### src/hdl/b64sd_pkg.sv
package b64sd_pkg;

    localparam int QPTR_W = 2;
    localparam int QDEPTH = 1 << QPTR_W;
    localparam int QCNT_W = QPTR_W + 1;

    localparam logic [7:0] CHAR_UPPER_A = 8'h41;
    localparam logic [7:0] CHAR_UPPER_Z = 8'h5A;
    localparam logic [7:0] CHAR_LOWER_A = 8'h61;
    localparam logic [7:0] CHAR_LOWER_Z = 8'h7A;
    localparam logic [7:0] CHAR_DIGIT_0 = 8'h30;
    localparam logic [7:0] CHAR_DIGIT_9 = 8'h39;
    localparam logic [7:0] CHAR_PLUS    = 8'h2B;
    localparam logic [7:0] CHAR_SLASH   = 8'h2F;

    localparam logic [7:0] LOWER_OFFSET = 8'd71;
    localparam logic [7:0] DIGIT_OFFSET = 8'd4;
    localparam logic [5:0] SEXTET_PLUS  = 6'd62;
    localparam logic [5:0] SEXTET_SLASH = 6'd63;

    localparam logic [1:0] WORD_IDX_FIRST = 2'd0;
    localparam logic [1:0] WORD_IDX_SECOND = 2'd1;
    localparam logic [1:0] WORD_IDX_THIRD = 2'd2;

    typedef struct packed {
        logic       stop;
        logic [5:0] val;
    } sextet_t;

    // One queue entry holds the words caused by one character.
    typedef struct packed {
        logic [2:0][7:0] data;
        logic [1:0]      last_idx;
        logic            has_data;
        logic            last;
    } group_t;

    function automatic sextet_t sextet_of(input logic [7:0] ch);
        sextet_t    s;
        logic [7:0] diff;
        s    = '{stop: 1'b1, val: 6'd0};
        diff = 8'd0;
        if (ch >= CHAR_UPPER_A && ch <= CHAR_UPPER_Z) begin
            diff = ch - CHAR_UPPER_A;
            s    = '{stop: 1'b0, val: diff[5:0]};
        end else if (ch >= CHAR_LOWER_A && ch <= CHAR_LOWER_Z) begin
            diff = ch - LOWER_OFFSET;
            s    = '{stop: 1'b0, val: diff[5:0]};
        end else if (ch >= CHAR_DIGIT_0 && ch <= CHAR_DIGIT_9) begin
            diff = ch + DIGIT_OFFSET;
            s    = '{stop: 1'b0, val: diff[5:0]};
        end else if (ch == CHAR_PLUS) begin
            s = '{stop: 1'b0, val: SEXTET_PLUS};
        end else if (ch == CHAR_SLASH) begin
            s = '{stop: 1'b0, val: SEXTET_SLASH};
        end
        return s;
    endfunction

    function automatic logic [7:0] byte_hi(input logic [5:0] s0, input logic [5:0] s1);
        return {s0, s1[5:4]};
    endfunction

    function automatic logic [7:0] byte_mid(input logic [5:0] s0, input logic [5:0] s1);
        return {s0[3:0], s1[5:2]};
    endfunction

    function automatic logic [7:0] byte_lo(input logic [5:0] s0, input logic [5:0] s1);
        return {s0[1:0], s1};
    endfunction

endpackage

### src/hdl/b64sd_char_if.sv
interface b64sd_char_if;
    logic       valid;
    logic       ready;
    logic [7:0] in_char;
    logic       in_last;

    modport source (output valid, output in_char, output in_last, input ready);
    modport sink (input valid, input in_char, input in_last, output ready);
endinterface

### src/hdl/b64sd_byte_if.sv
interface b64sd_byte_if;
    logic       valid;
    logic       ready;
    logic [7:0] out_byte;
    logic       out_byte_valid;
    logic       out_last;

    modport source (output valid, output out_byte, output out_byte_valid, output out_last,
                    input ready);
    modport sink (input valid, input out_byte, input out_byte_valid, input out_last,
                  output ready);
endinterface

### src/hdl/b64sd_front.sv
module b64sd_front (
    input  logic             clk,
    input  logic             rst_n,
    b64sd_char_if.sink       chars,
    input  logic             q_full,
    output logic             push,
    output b64sd_pkg::group_t push_group
);
    import b64sd_pkg::*;

    logic [2:0][5:0] buf_reg;
    logic [2:0][5:0] buf_next;
    logic [1:0]      cnt_reg;
    logic [1:0]      cnt_next;
    logic            stopped_reg;
    logic            stopped_next;

    logic            accept;
    sextet_t         sx;
    logic            active;
    logic            take;
    logic            full_grp;
    logic [2:0][5:0] upd;
    logic [1:0]      cnt_upd;
    logic [2:0][5:0] src;

    assign chars.ready = !q_full;
    assign accept      = chars.valid && chars.ready;
    assign sx          = sextet_of(chars.in_char);
    assign active      = !stopped_reg;
    assign take        = active && !sx.stop;
    assign full_grp    = take && (cnt_reg == 2'd3);

    always_comb
    begin
        upd     = buf_reg;
        cnt_upd = cnt_reg;
        if (take && !full_grp)
        begin
            case (cnt_reg)
                2'd0:    upd[0] = sx.val;
                2'd1:    upd[1] = sx.val;
                default: upd[2] = sx.val;
            endcase
            cnt_upd = cnt_reg + 2'd1;
        end
        if (full_grp)
        begin
            cnt_upd = 2'd0;
        end
    end

    assign src = full_grp ? buf_reg : upd;

    always_comb
    begin
        push_group.data[0]  = byte_hi(src[0], src[1]);
        push_group.data[1]  = byte_mid(src[1], src[2]);
        push_group.data[2]  = byte_lo(src[2], sx.val);
        push_group.last     = chars.in_last;
        push_group.has_data = 1'b1;
        push_group.last_idx = WORD_IDX_THIRD;
        if (!full_grp)
        begin
            if (cnt_upd >= 2'd2)
            begin
                push_group.last_idx = cnt_upd - 2'd2;
            end else begin
                push_group.has_data = 1'b0;
                push_group.last_idx = WORD_IDX_FIRST;
            end
        end
    end

    assign push = accept && (full_grp || chars.in_last);

    always_comb
    begin
        buf_next     = buf_reg;
        cnt_next     = cnt_reg;
        stopped_next = stopped_reg;
        if (accept)
        begin
            if (chars.in_last)
            begin
                buf_next     = '0;
                cnt_next     = 2'd0;
                stopped_next = 1'b0;
            end else begin
                buf_next     = full_grp ? '0 : upd;
                cnt_next     = cnt_upd;
                stopped_next = stopped_reg || (active && sx.stop);
            end
        end
    end

    always_ff @(posedge clk or negedge rst_n)
    begin
        if (!rst_n)
        begin
            buf_reg     <= '0;
            cnt_reg     <= 2'd0;
            stopped_reg <= 1'b0;
        end else begin
            buf_reg     <= buf_next;
            cnt_reg     <= cnt_next;
            stopped_reg <= stopped_next;
        end
    end

endmodule

### src/hdl/b64sd_queue.sv
module b64sd_queue (
    input  logic              clk,
    input  logic              rst_n,
    input  logic              push,
    input  b64sd_pkg::group_t push_group,
    output logic              full,
    input  logic              pop,
    output logic              head_valid,
    output b64sd_pkg::group_t head
);
    import b64sd_pkg::*;

    group_t              mem_reg [QDEPTH];
    logic [QPTR_W-1:0]   wr_ptr_reg;
    logic [QPTR_W-1:0]   wr_ptr_next;
    logic [QPTR_W-1:0]   rd_ptr_reg;
    logic [QPTR_W-1:0]   rd_ptr_next;
    logic [QCNT_W-1:0]   count_reg;
    logic [QCNT_W-1:0]   count_next;

    assign full       = count_reg == QCNT_W'(QDEPTH);
    assign head_valid = count_reg != '0;
    assign head       = mem_reg[rd_ptr_reg];

    always_comb
    begin
        wr_ptr_next = push ? wr_ptr_reg + 1'b1 : wr_ptr_reg;
        rd_ptr_next = pop ? rd_ptr_reg + 1'b1 : rd_ptr_reg;
        count_next  = count_reg;
        if (push && !pop)
        begin
            count_next = count_reg + 1'b1;
        end else if (pop && !push)
        begin
            count_next = count_reg - 1'b1;
        end
    end

    always_ff @(posedge clk)
    begin
        if (push)
        begin
            mem_reg[wr_ptr_reg] <= push_group;
        end
    end

    always_ff @(posedge clk or negedge rst_n)
    begin
        if (!rst_n)
        begin
            wr_ptr_reg <= '0;
            rd_ptr_reg <= '0;
            count_reg  <= '0;
        end else begin
            wr_ptr_reg <= wr_ptr_next;
            rd_ptr_reg <= rd_ptr_next;
            count_reg  <= count_next;
        end
    end

`ifndef SYNTH
    assert property (@(posedge clk) disable iff (!rst_n) push |-> !full)
        else $error("Group pushed into a full queue.");
    assert property (@(posedge clk) disable iff (!rst_n) pop |-> head_valid)
        else $error("Group popped from an empty queue.");
    assert property (@(posedge clk) disable iff (!rst_n)
        count_reg <= QCNT_W'(QDEPTH))
        else $error("Queue occupancy out of range.");
    assert property (@(posedge clk) disable iff (!rst_n)
        (count_reg == '0) |-> (wr_ptr_reg == rd_ptr_reg))
        else $error("Queue pointers disagree with an empty count.");
`endif

endmodule

### src/hdl/b64sd_back.sv
module b64sd_back (
    input  logic              clk,
    input  logic              rst_n,
    input  logic              head_valid,
    input  b64sd_pkg::group_t head,
    output logic              pop,
    b64sd_byte_if.source      bytes
);
    import b64sd_pkg::*;

    logic [1:0] idx_reg;
    logic [1:0] idx_next;
    logic       ov_reg;
    logic       ov_next;
    logic [7:0] byte_reg;
    logic [7:0] byte_next;
    logic       bv_reg;
    logic       bv_next;
    logic       last_reg;
    logic       last_next;

    logic       load;
    logic       final_word;
    logic [7:0] sel_byte;

    assign load       = head_valid && (!ov_reg || bytes.ready);
    assign final_word = idx_reg == head.last_idx;
    assign pop        = load && final_word;

    always_comb
    begin
        unique case (idx_reg)
            WORD_IDX_FIRST:  sel_byte = head.data[0];
            WORD_IDX_SECOND: sel_byte = head.data[1];
            default:         sel_byte = head.data[2];
        endcase
    end

    always_comb
    begin
        byte_next = byte_reg;
        bv_next   = bv_reg;
        last_next = last_reg;
        idx_next  = idx_reg;
        ov_next   = ov_reg && !bytes.ready;
        if (load)
        begin
            byte_next = head.has_data ? sel_byte : 8'd0;
            bv_next   = head.has_data;
            last_next = head.last && final_word;
            idx_next  = final_word ? WORD_IDX_FIRST : idx_reg + 2'd1;
            ov_next   = 1'b1;
        end
    end

    always_ff @(posedge clk)
    begin
        byte_reg <= byte_next;
        bv_reg   <= bv_next;
        last_reg <= last_next;
    end

    always_ff @(posedge clk or negedge rst_n)
    begin
        if (!rst_n)
        begin
            idx_reg <= WORD_IDX_FIRST;
            ov_reg  <= 1'b0;
        end else begin
            idx_reg <= idx_next;
            ov_reg  <= ov_next;
        end
    end

    assign bytes.valid          = ov_reg;
    assign bytes.out_byte       = byte_reg;
    assign bytes.out_byte_valid = bv_reg;
    assign bytes.out_last       = last_reg;

`ifndef SYNTH
    assert property (@(posedge clk) disable iff (!rst_n)
        (idx_reg != WORD_IDX_FIRST) |-> head_valid)
        else $error("Word index advanced with no group at the queue head.");
    assert property (@(posedge clk) disable iff (!rst_n)
        (head_valid && !head.has_data) |-> (head.last && head.last_idx == WORD_IDX_FIRST))
        else $error("End marker group is malformed.");
    assert property (@(posedge clk) disable iff (!rst_n)
        (ov_reg && !bv_reg) |-> last_reg)
        else $error("Bare end marker shown without last.");
`endif

endmodule

### src/hdl/base64_stream_decoder_unit.sv
// Takes one character word per cycle while the group queue has room.
// A character that completes a group, or the last character, yields one to three
// output words; the first goes into the group queue at the accepting edge, then into
// the output word register before it is offered. Output is one word per cycle while
// a group waits and ready is high; the four-entry group queue absorbs bursts.
// Reset (rst_n low, asynchronous) empties the queue and clears the sextet state.
module base64_stream_decoder_unit (
    input  logic         clk,
    input  logic         rst_n,
    b64sd_char_if.sink   chars,
    b64sd_byte_if.source bytes
);
    import b64sd_pkg::*;

    logic   push;
    group_t push_group;
    logic   q_full;
    logic   pop;
    logic   head_valid;
    group_t head;

    b64sd_front u_front (
        .clk        (clk),
        .rst_n      (rst_n),
        .chars      (chars),
        .q_full     (q_full),
        .push       (push),
        .push_group (push_group)
    );

    b64sd_queue u_queue (
        .clk        (clk),
        .rst_n      (rst_n),
        .push       (push),
        .push_group (push_group),
        .full       (q_full),
        .pop        (pop),
        .head_valid (head_valid),
        .head       (head)
    );

    b64sd_back u_back (
        .clk        (clk),
        .rst_n      (rst_n),
        .head_valid (head_valid),
        .head       (head),
        .pop        (pop),
        .bytes      (bytes)
    );

endmodule

### src/flat_wrapper.sv
// flat-port wrapper written by rule: the top's interface ports become plain ports
module base64_stream_decoder_unit_flat import b64sd_pkg::*;
  (clk, rst_n, chars_valid, chars_in_char, chars_in_last, chars_ready, bytes_valid, bytes_out_byte, bytes_out_byte_valid, bytes_out_last, bytes_ready);
  b64sd_char_if chars_i ();
  b64sd_byte_if bytes_i ();
  input  logic clk;
  input  logic rst_n;
  input wire logic [$bits(chars_i.valid)-1:0] chars_valid;
  input wire logic [$bits(chars_i.in_char)-1:0] chars_in_char;
  input wire logic [$bits(chars_i.in_last)-1:0] chars_in_last;
  output wire logic [$bits(chars_i.ready)-1:0] chars_ready;
  output wire logic [$bits(bytes_i.valid)-1:0] bytes_valid;
  output wire logic [$bits(bytes_i.out_byte)-1:0] bytes_out_byte;
  output wire logic [$bits(bytes_i.out_byte_valid)-1:0] bytes_out_byte_valid;
  output wire logic [$bits(bytes_i.out_last)-1:0] bytes_out_last;
  input wire logic [$bits(bytes_i.ready)-1:0] bytes_ready;
  assign chars_i.valid = chars_valid;
  assign chars_i.in_char = chars_in_char;
  assign chars_i.in_last = chars_in_last;
  assign chars_ready = chars_i.ready;
  assign bytes_valid = bytes_i.valid;
  assign bytes_out_byte = bytes_i.out_byte;
  assign bytes_out_byte_valid = bytes_i.out_byte_valid;
  assign bytes_out_last = bytes_i.out_last;
  assign bytes_i.ready = bytes_ready;
  base64_stream_decoder_unit u_core (.clk(clk), .rst_n(rst_n), .chars(chars_i), .bytes(bytes_i));
endmodule
### config.mk
export PLATFORM = sky130hd
export DESIGN_NAME = base64_stream_decoder_unit_flat
export DESIGN_NICKNAME = d
export VERILOG_FILES = /design/src/hdl/b64sd_pkg.sv /design/src/hdl/b64sd_char_if.sv /design/src/hdl/b64sd_byte_if.sv /design/src/hdl/b64sd_front.sv /design/src/hdl/b64sd_queue.sv /design/src/hdl/b64sd_back.sv /design/src/hdl/base64_stream_decoder_unit.sv /design/src/flat_wrapper.sv
export SDC_FILE = /design/constraint.sdc
export NUM_CORES = 1
export LEC_CHECK = 0
export BUFFER_PORTS_ARGS = -buffer_cell sky130_fd_sc_hd__buf_4
export CORE_ASPECT_RATIO = 1.4
export CORE_MARGIN = 1
export CORE_UTILIZATION = 45
export CTS_BUF_LIST = sky130_fd_sc_hd__clkbuf_16
export CTS_CLUSTER_DIAMETER = 30
export DETAILED_ROUTE_END_ITERATION = 16
export GPL_TIMING_DRIVEN = 0
export HOLD_SLACK_MARGIN = 0.02
export PLACE_DENSITY = 0.72
export REMOVE_ABC_BUFFERS = 1
export SLEW_MARGIN = 20
export SYNTH_ARGS = -nofsm -noshare
export SYNTH_HDL_FRONTEND = slang
export SYNTH_SLANG_ARGS = --single-unit
### constraint.sdc
create_clock -name clk -period 5.1 [get_ports clk]
set_input_delay 0.255 -clock clk [delete_from_list [all_inputs] [get_ports clk]]
set_output_delay 0.255 -clock clk [all_outputs]
set_load 0.01 [all_outputs]
== After elaboration in Yosys (flattened, before gate mapping) ==
Memories as Yosys holds them, arrays and structs flattened.
Index checks and enable logic that the tools add are counted.
Word-level totals
  latch bits: 0
  word-level logic and storage cells: 95
  memory bits (read-only): 0
  output and inout bits: 12
  input port bits: 13
  bits in writable memories: 112
  register bits: 41
  memories kept: 1
Operators by class
  multipliers: 0
  add/subtract/negate cells: 10
  mux-type cells: 26
  bitwise operators: 0
  equal/unequal tests: 7
  div/mod/pow operators: 0
  shift operators: 0
  reductions and logical operators: 31
  order comparisons: 7
Memories
  u_core.u_queue.mem_reg: depth 4, bits a word 28, read ports 1, clocked after memory_dff 0, write ports 1, line b64sd_queue.sv:13  | group_t mem_reg [QDEPTH];
Operators with widths (count)
  18-bit 2-to-1 mux: 4
  7-bit 2-to-1 mux: 5
  6-bit 2-to-1 mux: 3
  8-bit by 6-bit == test with 1-bit output (second input constant): 2
  8-bit by 7-bit greater-or-equal comparator with 1-bit output (second input constant): 2
  8-bit by 7-bit <= comparator with 1-bit output (second input constant): 2
  8-bit case mux with 2 select lines: 1
  1-bit logical AND: 15
  2-bit 2-to-1 mux: 5
  3-bit 2-to-1 mux: 3
  2-bit by 1-bit adder with 2-bit output (second input constant): 4
  8-bit by 6-bit greater-or-equal comparator with 1-bit output (second input constant): 1
  8-bit by 6-bit <= comparator with 1-bit output (second input constant): 1
  1-bit logical NOT: 8
  6-bit by 3-bit adder with 6-bit output (second input constant): 1
  6-bit by 1-bit subtractor with 6-bit output (second input constant): 1
  6-bit by 3-bit subtractor with 6-bit output (second input constant): 1
  1-bit 2-to-1 mux: 5
  2-bit by 1-bit == test with 1-bit output (second input constant): 2
  2-bit logical NOT: 2
  3-bit by 1-bit adder with 3-bit output (second input constant): 1
  3-bit == test (second input constant): 1
  1-bit logical OR: 3
  3-bit nonzero test: 1
  7 further kinds: 7

== Depth between registers and ports, before layout ==
Gate-level depths: netlist of run 1.
  depth after elaboration: 16
  depth in mapped cells: 16
  mapped depth without buffers: 14

== Cells and area by module ==
From an unflattened synthesis of run 1, not the netlist that was laid out.
Second synthesis, totals
  cells, all modules: 428
  area total of the unflattened synthesis: 6977.9 um^2
Modules (own cells, without submodules)
  b64sd_queue: instances 1, area each 4436.8 um^2, seq. area each 3538.4 um^2, cells an instance 180
  b64sd_front: instances 1, area each 1835.5 um^2, seq. area each 525.5 um^2, cells an instance 189
  b64sd_back: instances 1, area each 705.7 um^2, seq. area each 375.4 um^2, cells an instance 59

== Worst setup path before layout of run 1 ==
OpenSTA, ideal clock, no wires.
  kind: input -> register
  start point: input port chars_in_char[2]
  end point: memory u_core.u_queue.mem_reg[0][0] in the netlist's numbering, enable pin
  data required time: 4684 ps
  stages on the path: 10
  data arrival time: 2754 ps
  slack: 1930 ps
  path through: buf_6 > inv_1 > ha_1 > and2b_1 > o21ai_2 > and3_1 > buf_6 > a21o_4 > a21oi_2 > nor2b_1
Between the ends
  word-level cells in the longest chain between the ends: 13
  elaborated cells on any way between the ends: 23
  classes of those cells: order compare (6); eq/ne (2); mux (7); reduce/logical (8)
RTL lines
  from (decl): line flat_wrapper.sv:9  | input wire logic [$bits(chars_i.in_char)-1:0] chars_in_char;
  parallel branches: the longest is 5 deep, another holds 8-bit by 6-bit greater-or-equal comparator with 1-bit output
  7-bit 2-to-1 mux (*): line b64sd_pkg.sv:43  | if (ch >= CHAR_UPPER_A && ch <= CHAR_UPPER_Z) begin
  1-bit logical NOT (*): line b64sd_front.sv:31  | assign take = active && !sx.stop;
  1-bit logical AND (*): line b64sd_front.sv:31
  1-bit logical AND (*): line b64sd_front.sv:32  | assign full_grp = take && (cnt_reg == 2'd3);
  1-bit logical OR (*): line b64sd_front.sv:75  | assign push = accept && (full_grp || chars.in_last);
  1-bit logical AND (*): line b64sd_front.sv:75
  1-bit 2-to-1 mux (*): line b64sd_queue.sv:41  | if (push)
  1-bit 2-to-1 mux (not written as such) (*): line b64sd_queue.sv:43  | mem_reg[wr_ptr_reg] <= push_group;
  to (decl): line b64sd_queue.sv:13
Every way passes the cells marked *.

== Final worst setup path of run 1 ==
  start point: register u_core.u_queue.rd_ptr_reg[1]
  end point: register u_core.u_queue.count_reg[2]
Between the ends
  word-level cells in the longest chain between the ends: 6
  elaborated cells on any way between the ends: 8
  classes of those cells: eq/ne (1); mux (1); reduce/logical (5); memory (1)
RTL lines
  from (decl): line b64sd_queue.sv:16  | logic [QPTR_W-1:0] rd_ptr_reg;
  from (signal assigned): line b64sd_queue.sv:56  | rd_ptr_reg <= rd_ptr_next;
  memory 4 x 28 bit (*)
  2-bit == test (*): line b64sd_back.sv:27  | assign final_word = idx_reg == head.last_idx;
  1-bit logical AND (*): line b64sd_back.sv:28  | assign pop = load && final_word;
  1-bit logical NOT: line b64sd_queue.sv:30  | if (push && !pop)
  1-bit logical AND: line b64sd_queue.sv:30
  3-bit 2-to-1 mux or 2-bit nonzero test (tied branches)
  to (signal assigned): line b64sd_queue.sv:57  | count_reg <= count_next;
  to (decl): line b64sd_queue.sv:18  | logic [QCNT_W-1:0] count_reg;
Mark *: on every way between the ends. The rest lies on a longest branch, timed or not.
A chain may end at the register's enable or synchronous reset.

==> impl_metrics.tcl, run 1 <==
set metrics [dict create \
    status "finished clean" \
    max_freq_ghz 0.3311 \
    vdd_drop_max_mv 0.2378 \
    rows 53 \
    min_path_type "input port to flip-flop" \
    wl_per_cell_um 20.24 \
    layout.cells.non_filler 668 \
    hp-start "chars_in_last" \
    cp-end-kind "flip-flop" \
    grt_max_degree 32 \
    routed_via_density 5.747 \
    syn2layout_area_growth_pct 14.83 \
    setup_viol 0 \
    cts.sinks 153 \
    ant_nets 0 \
    fin_ws_ns 2.079 \
    synth_cell_types 59 \
    start_kind "flip-flop" \
    fin_worst_skew_ns 0.008556 \
    cap_violations 0 \
    dr.pass1.iters 4 \
    ys_seq_area_frac 0.6423 \
    cts.repair.resized 0 \
    grt_pass1_wl_um 21660 \
    r2r_start "u_core.u_queue.rd_ptr_reg[1]$_DFFE_PN0P_" \
    async_reset_ff_frac 0.2026 \
    powerDensity_mw_per_mm2 493.8 \
    critPathMaxFanout 30 \
    drt_iter0_markers 247 \
    root_buffer "clkbuf_16" \
    grt.total_usage 0.1844 \
    diodes 0 \
    die_w_um 106.7 \
    postCtsHoldBufs 1 \
    ios 25 \
    syn_area_mm2 0.006912 \
    dp_cells 635 \
    p_leak_nw 2.967 \
    drv_slew 0 \
    drc 0 \
    max_slew_margin 0.4130 \
    layout_commonest_cell "edfxtp_1" \
    drive_above_1_share 0.2584 \
    hold_viol 0 \
    gp_routability_congestion 0.8480 \
    fin_crit_sh 0.5923 \
    place_ws_ns 1.639 \
    worstRegToRegCells 10 \
    vias 3839 \
    start_util 0.4612 \
    num-nets-final 496 \
    clkSlewWorstSetupHoldPaths_ns 0.06 \
    crit_arrival_ns 3.36 \
    avgSynthCellArea_um2 16.15 \
    cts_tree "yes" \
    cp.required_ns 5.44 \
    grt_setup_unrepaired "no" \
    die-area_mm2 0.01587 \
    drt-total-wl_um 13520 \
    grt_overflow 0 \
    path_class "flip-flop to flip-flop" \
    worst_pin_slew_ns 0.8805 \
    synth_edf_count 122 \
    synth-main-ff-cell "edfxtp_1" \
    numPortBuffers 24 \
    insertion_delay_ns 0.42 \
    fp.dieH_um 148.6 \
    largest_reg_flops 112 \
    cts_buffers 17 \
    dp_hpwl_um 8860 \
    syn_inst 428 \
    post-cts-setup-buffer-count 0 \
    yosys_warnings 0 \
    h-tree-depth 4 \
    grt_antenna_before_repair 0 \
    finalWorstPathRequiredPeriod_ns 3.021 \
    hold_depth 1 \
    grt_pass1_vias 4050 \
    min_to "u_core.u_queue.mem_reg[0][0]$_DFFE_PP_" \
    fin_setup_tns_ns 0 \
    r2r-end "u_core.u_queue.count_reg[2]$_DFFE_PN0P_" \
    r2r_slack_ns 2.08 \
    core-area_mm2 0.01499 \
    final_cell_mix "122 x edfxtp_1, 29 x dfrtp_1, 27 x mux4_2" \
    ys_ff_latch 153 \
    clk_path_buf_depth 2 \
]
-- where the power goes --
part / switching, mW / internal (mW)
Combinational: 0.534 / 0.518
Clock: 0.483 / 0.661
Sequential: 0.150 / 1.57
-- kinds of logic (layout without fill, tap and decap cells) --
family                     after synthesis  after routing  synth area share
DFF                                    153            153            0.6423
AOI/OAI and AO/OA                       75             75           0.08617
xor gates and xnor gates                11             11           0.01394
buffers and inverters                   31             79           0.02227
muxes                                   51             51            0.1293
adders and majority gates               20             20           0.03729
and+or+nand+nor                         87             87           0.06879
-- cells in the mapped netlist, drive strengths merged, types with 2 or more instances --
library cell,n,area share
nor2b,8,0.0072
nand3b,2,0.0022
dfrtp,31,0.11
o22ai,3,0.0027
buf,13,0.012
o21ai,4,0.0034
mux4,27,0.088
nand2,25,0.014
a21o,3,0.0045
clkbuf,2,0.0011
a21oi,16,0.014
a31oi,2,0.0018
ha,19,0.034
o2bb2ai,3,0.0038
mux2i,3,0.0043
a22oi,11,0.012
mux2,21,0.037
nor2,19,0.010
and3,7,0.0063
o2bb2a,2,0.0043
o21a,2,0.0022
o31ai,2,0.0022
nand3,14,0.014
xor2,3,0.0038
o2111ai,2,0.0025
o211ai,3,0.0040
inv,16,0.0087
xnor2,8,0.010
nor3,4,0.0036
a22o,15,0.019
a41o,2,0.0029
edfxtp,122,0.53
-- metal layers --
metal	wire, um	global-route usage	up-vias
met4	210	0.07055	0
met2	7466	0.3316	105
met5	0	0	-
met1	5379	0.2161	1968
met3	462	0.03550	19
li1	-	-	1747
-- worst max-delay path, stage by stage (launching register included) --
cell and delay, ns:
dfrtp_2 0.88, mux4_2 0.42, xnor2_1 0.17, and2_1 0.20, nand2_1 0.13, ha_1 0.20
inv_1 0.07, fa_1 0.43, xor2_1 0.17, nor2_1 0.11, xor2_1 0.16
-- final cells by class --
type,instances,area [um^2]
Sequential cell,153,4442
Multi-Input combinational cell,244,2352
Clock inverter,15,115.1
Clock buffer,17,425.4
Fill cell,1222,7051
Timing Repair Buffer,31,301.5
Tap cell,192,240.2
Inverter,16,60.06
-- worst max path at each step --
stage	to	from	slack, ns	cells past startpoint
finish	u_core.u_queue.count_reg[2]$_DFFE_PN0P_	u_core.u_queue.rd_ptr_reg[1]$_DFFE_PN0P_	2.08	10
global route	u_core.u_queue.count_reg[1]$_DFFE_PN0P_	u_core.u_queue.rd_ptr_reg[1]$_DFFE_PN0P_	1.86	8
CTS	u_core.u_queue.count_reg[2]$_DFFE_PN0P_	u_core.u_queue.rd_ptr_reg[1]$_DFFE_PN0P_	2.07	10
detailed placement	u_core.u_queue.count_reg[1]$_DFFE_PN0P_	chars_in_char[0]	1.64	13
global placement	u_core.u_queue.mem_reg[0][11]$_DFFE_PP_	chars_in_char[2]	0.54	9
floorplan	u_core.u_queue.count_reg[2]$_DFFE_PN0P_	u_core.u_queue.rd_ptr_reg[0]$_DFFE_PN0P_	1.61	10
-- per-stage QoR --
stage               cell area, um^2  utilization  hold WS, ns  total power, mW
floorplan                      6818            -     -0.04059            2.421
global placement               7238       0.4830       0.2130            2.719
detailed placement             7386       0.4928       0.2264            2.811
CTS                            7936       0.5296      0.06829            3.946
global route                   7936       0.5296      0.07301            4.101
finish                         7936       0.5296      0.07684            3.919
No activity file was read; power rests on OpenSTA's default activity.
==> inputs of run 2 (changes only) <==
Clock period 5.1 ns to 3 ns, I/O delays scaled along.
==> impl_metrics.tcl, run 2 (synthesis gave the netlist of run 1 again) <==
set metrics [dict create \
    status "finished clean" \
    drt_iter0_markers 226 \
    r2r_slack_ns 0.26 \
    endpoint "u_core.u_queue.count_reg[2]$_DFFE_PN0P_" \
    grt_pass1_wl_um 21690 \
    max_slew_margin 0.4289 \
    cp-end-kind "flip-flop" \
    num-nets-final 503 \
    vias 3882 \
    start_util 0.4612 \
    grt_setup_unrepaired "no" \
    diodes 0 \
    worst-path-buf-inv 1 \
    cp_top_family "adder cells" \
    multiInputGateArea_mm2 0.002360 \
    critPathMaxFanout 9 \
    fin_crit_sh 0.9135 \
    cts_tree "yes" \
    cts_buffers 17 \
    min_path_type "input port to flip-flop" \
    vdd_drop_max_mv 0.4036 \
    place_ws_ns -0.3556 \
    worst_pin_slew_ns 0.8566 \
    r2r-end "u_core.u_queue.count_reg[2]$_DFFE_PN0P_" \
    hold_viol 0 \
    routed_via_density 5.751 \
    setup_viol 0 \
    grt.total_usage 0.1847 \
    cp_slowest_cell "mux4_2" \
    p_leak_nw 3.004 \
    gp_routability_congestion 0.8480 \
    cpMostUsedCell "xor2_1" \
    grt_pass1_vias 4057 \
    cp.required_ns 3.34 \
    largest_reg_flops 112 \
    dp_hpwl_um 8860 \
    syn2layout_area_growth_pct 15.95 \
    wl_per_cell_um 20.25 \
    drv_slew 0 \
    seq_area_mm2 0.004447 \
    path_class "flip-flop to flip-flop" \
    hold_depth 3 \
    grt_overflow 0 \
    r2r_start "u_core.u_queue.rd_ptr_reg[0]$_DFFE_PN0P_" \
    cp.depth 10 \
    clk_path_buf_depth 2 \
    core-area_mm2 0.01499 \
    fin_ws_ns 0.2594 \
    powerDensity_mw_per_mm2 841.3 \
    critical-path-max-stage-delay_ns 0.52 \
    ant_nets 0 \
    power.total_mw 6.742 \
    crit_start "u_core.u_queue.rd_ptr_reg[0]$_DFFE_PN0P_" \
    insertion_delay_ns 0.42 \
    rows 53 \
    cts.sinks 153 \
    drc 0 \
    die_w_um 106.7 \
    crit_chain "mux4_2 > xnor2_1 > and2_1 > nand2_1 > ha_1 > inv_1 > fa_1 > xor2_1 > nor2_1 > xor2_1" \
    drt-total-wl_um 13670 \
    fp.dieH_um 148.6 \
    max_freq_ghz 0.3649 \
    dr.pass1.iters 4 \
    fin_worst_skew_ns 0.009391 \
    layout_commonest_cell "edfxtp_1" \
    numPortBuffers 24 \
    cap_violations 0 \
    crit_arrival_ns 3.08 \
    final_cell_mix "122 x edfxtp_1, 29 x dfrtp_1, 28 x buf_4" \
    clkSlewWorstSetupHoldPaths_ns 0.06 \
    finalWorstPathRequiredPeriod_ns 2.741 \
    h-tree-depth 4 \
    die-area_mm2 0.01587 \
    start_kind "flip-flop" \
    grt_antenna_before_repair 0 \
    root_buffer "clkbuf_16" \
    worstRegToRegCells 10 \
    nFillCells 1209 \
    grt_max_degree 32 \
    drive_above_1_share 0.2650 \
    ios 25 \
]
run 2: worst min path at each step:
stage,slack (ns),end,startpoint
after global routing,0.05,u_core.u_front.stopped_reg$_DFFE_PN0P_,chars_valid
after CTS,0.03,u_core.u_front.stopped_reg$_DFFE_PN0P_,chars_valid
after floorplan,-0.15,u_core.u_back.bytes.valid$_DFF_PN0_,rst_n
after detailed placement,0.12,u_core.u_back.bytes.valid$_DFF_PN0_,rst_n
final,0.04,u_core.u_front.stopped_reg$_DFFE_PN0P_,chars_valid
after global placement,0.11,u_core.u_queue.rd_ptr_reg[1]$_DFFE_PN0P_,rst_n
run 2: per-stage QoR:
| step | hold slack, ns | area [um^2] | cells | setup TNS, ns | utilization |
|---|---|---|---|---|---|
| final | 0.03996 | 8014 | 675 | 0 | 0.5347 |
| after global routing | 0.04575 | 8014 | 675 | 0 | 0.5347 |
| after CTS | 0.02615 | 7959 | 670 | 0 | 0.5311 |
| after detailed placement | 0.1214 | 7386 | 635 | -0.5915 | 0.4928 |
| after global placement | 0.1080 | 7238 | 629 | -164.64 | 0.4830 |
| after floorplan | -0.1456 | 6818 | 413 | -9.268 | - |
run 2: worst min-delay path: cells and delay by family:
kind	cells	cell delay, ns
buf+inv	1	0.11
simple gates	1	0.08
compound gates	1	0.07
run 2: layer usage:
layer,GRT usage,vias up,share of wire
met2,0.3323,95,0.55
met4,0.06918,0,0.016
met5,0,-,0
met3,0.03550,21,0.033
li1,-,1762,-
met1,0.2170,2004,0.40
run 2: timing repair:
item                       CTS  global route
hold endpoints to repair    36             0
hold buffers                 3             0
buffers inserted             0             5
gates resized for setup      1             2
setup endpoints to repair    2             2
run 2: final cells by class:
type                       instances  share of cell area
sequential                       153              0.5549
clock buffer                      17             0.05308
inverter                          16            0.007494
clock inverter                    15             0.01436
tap                              192             0.02998
multi-input combinational        244              0.2945
timing repair buffer              38             0.04575
run 2: report_power, final:
part           switching, mW  internal [mW]  total (mW)
clock network          0.820           1.12        1.94
logic                  0.988          0.930        1.92
registers              0.199           2.68        2.88
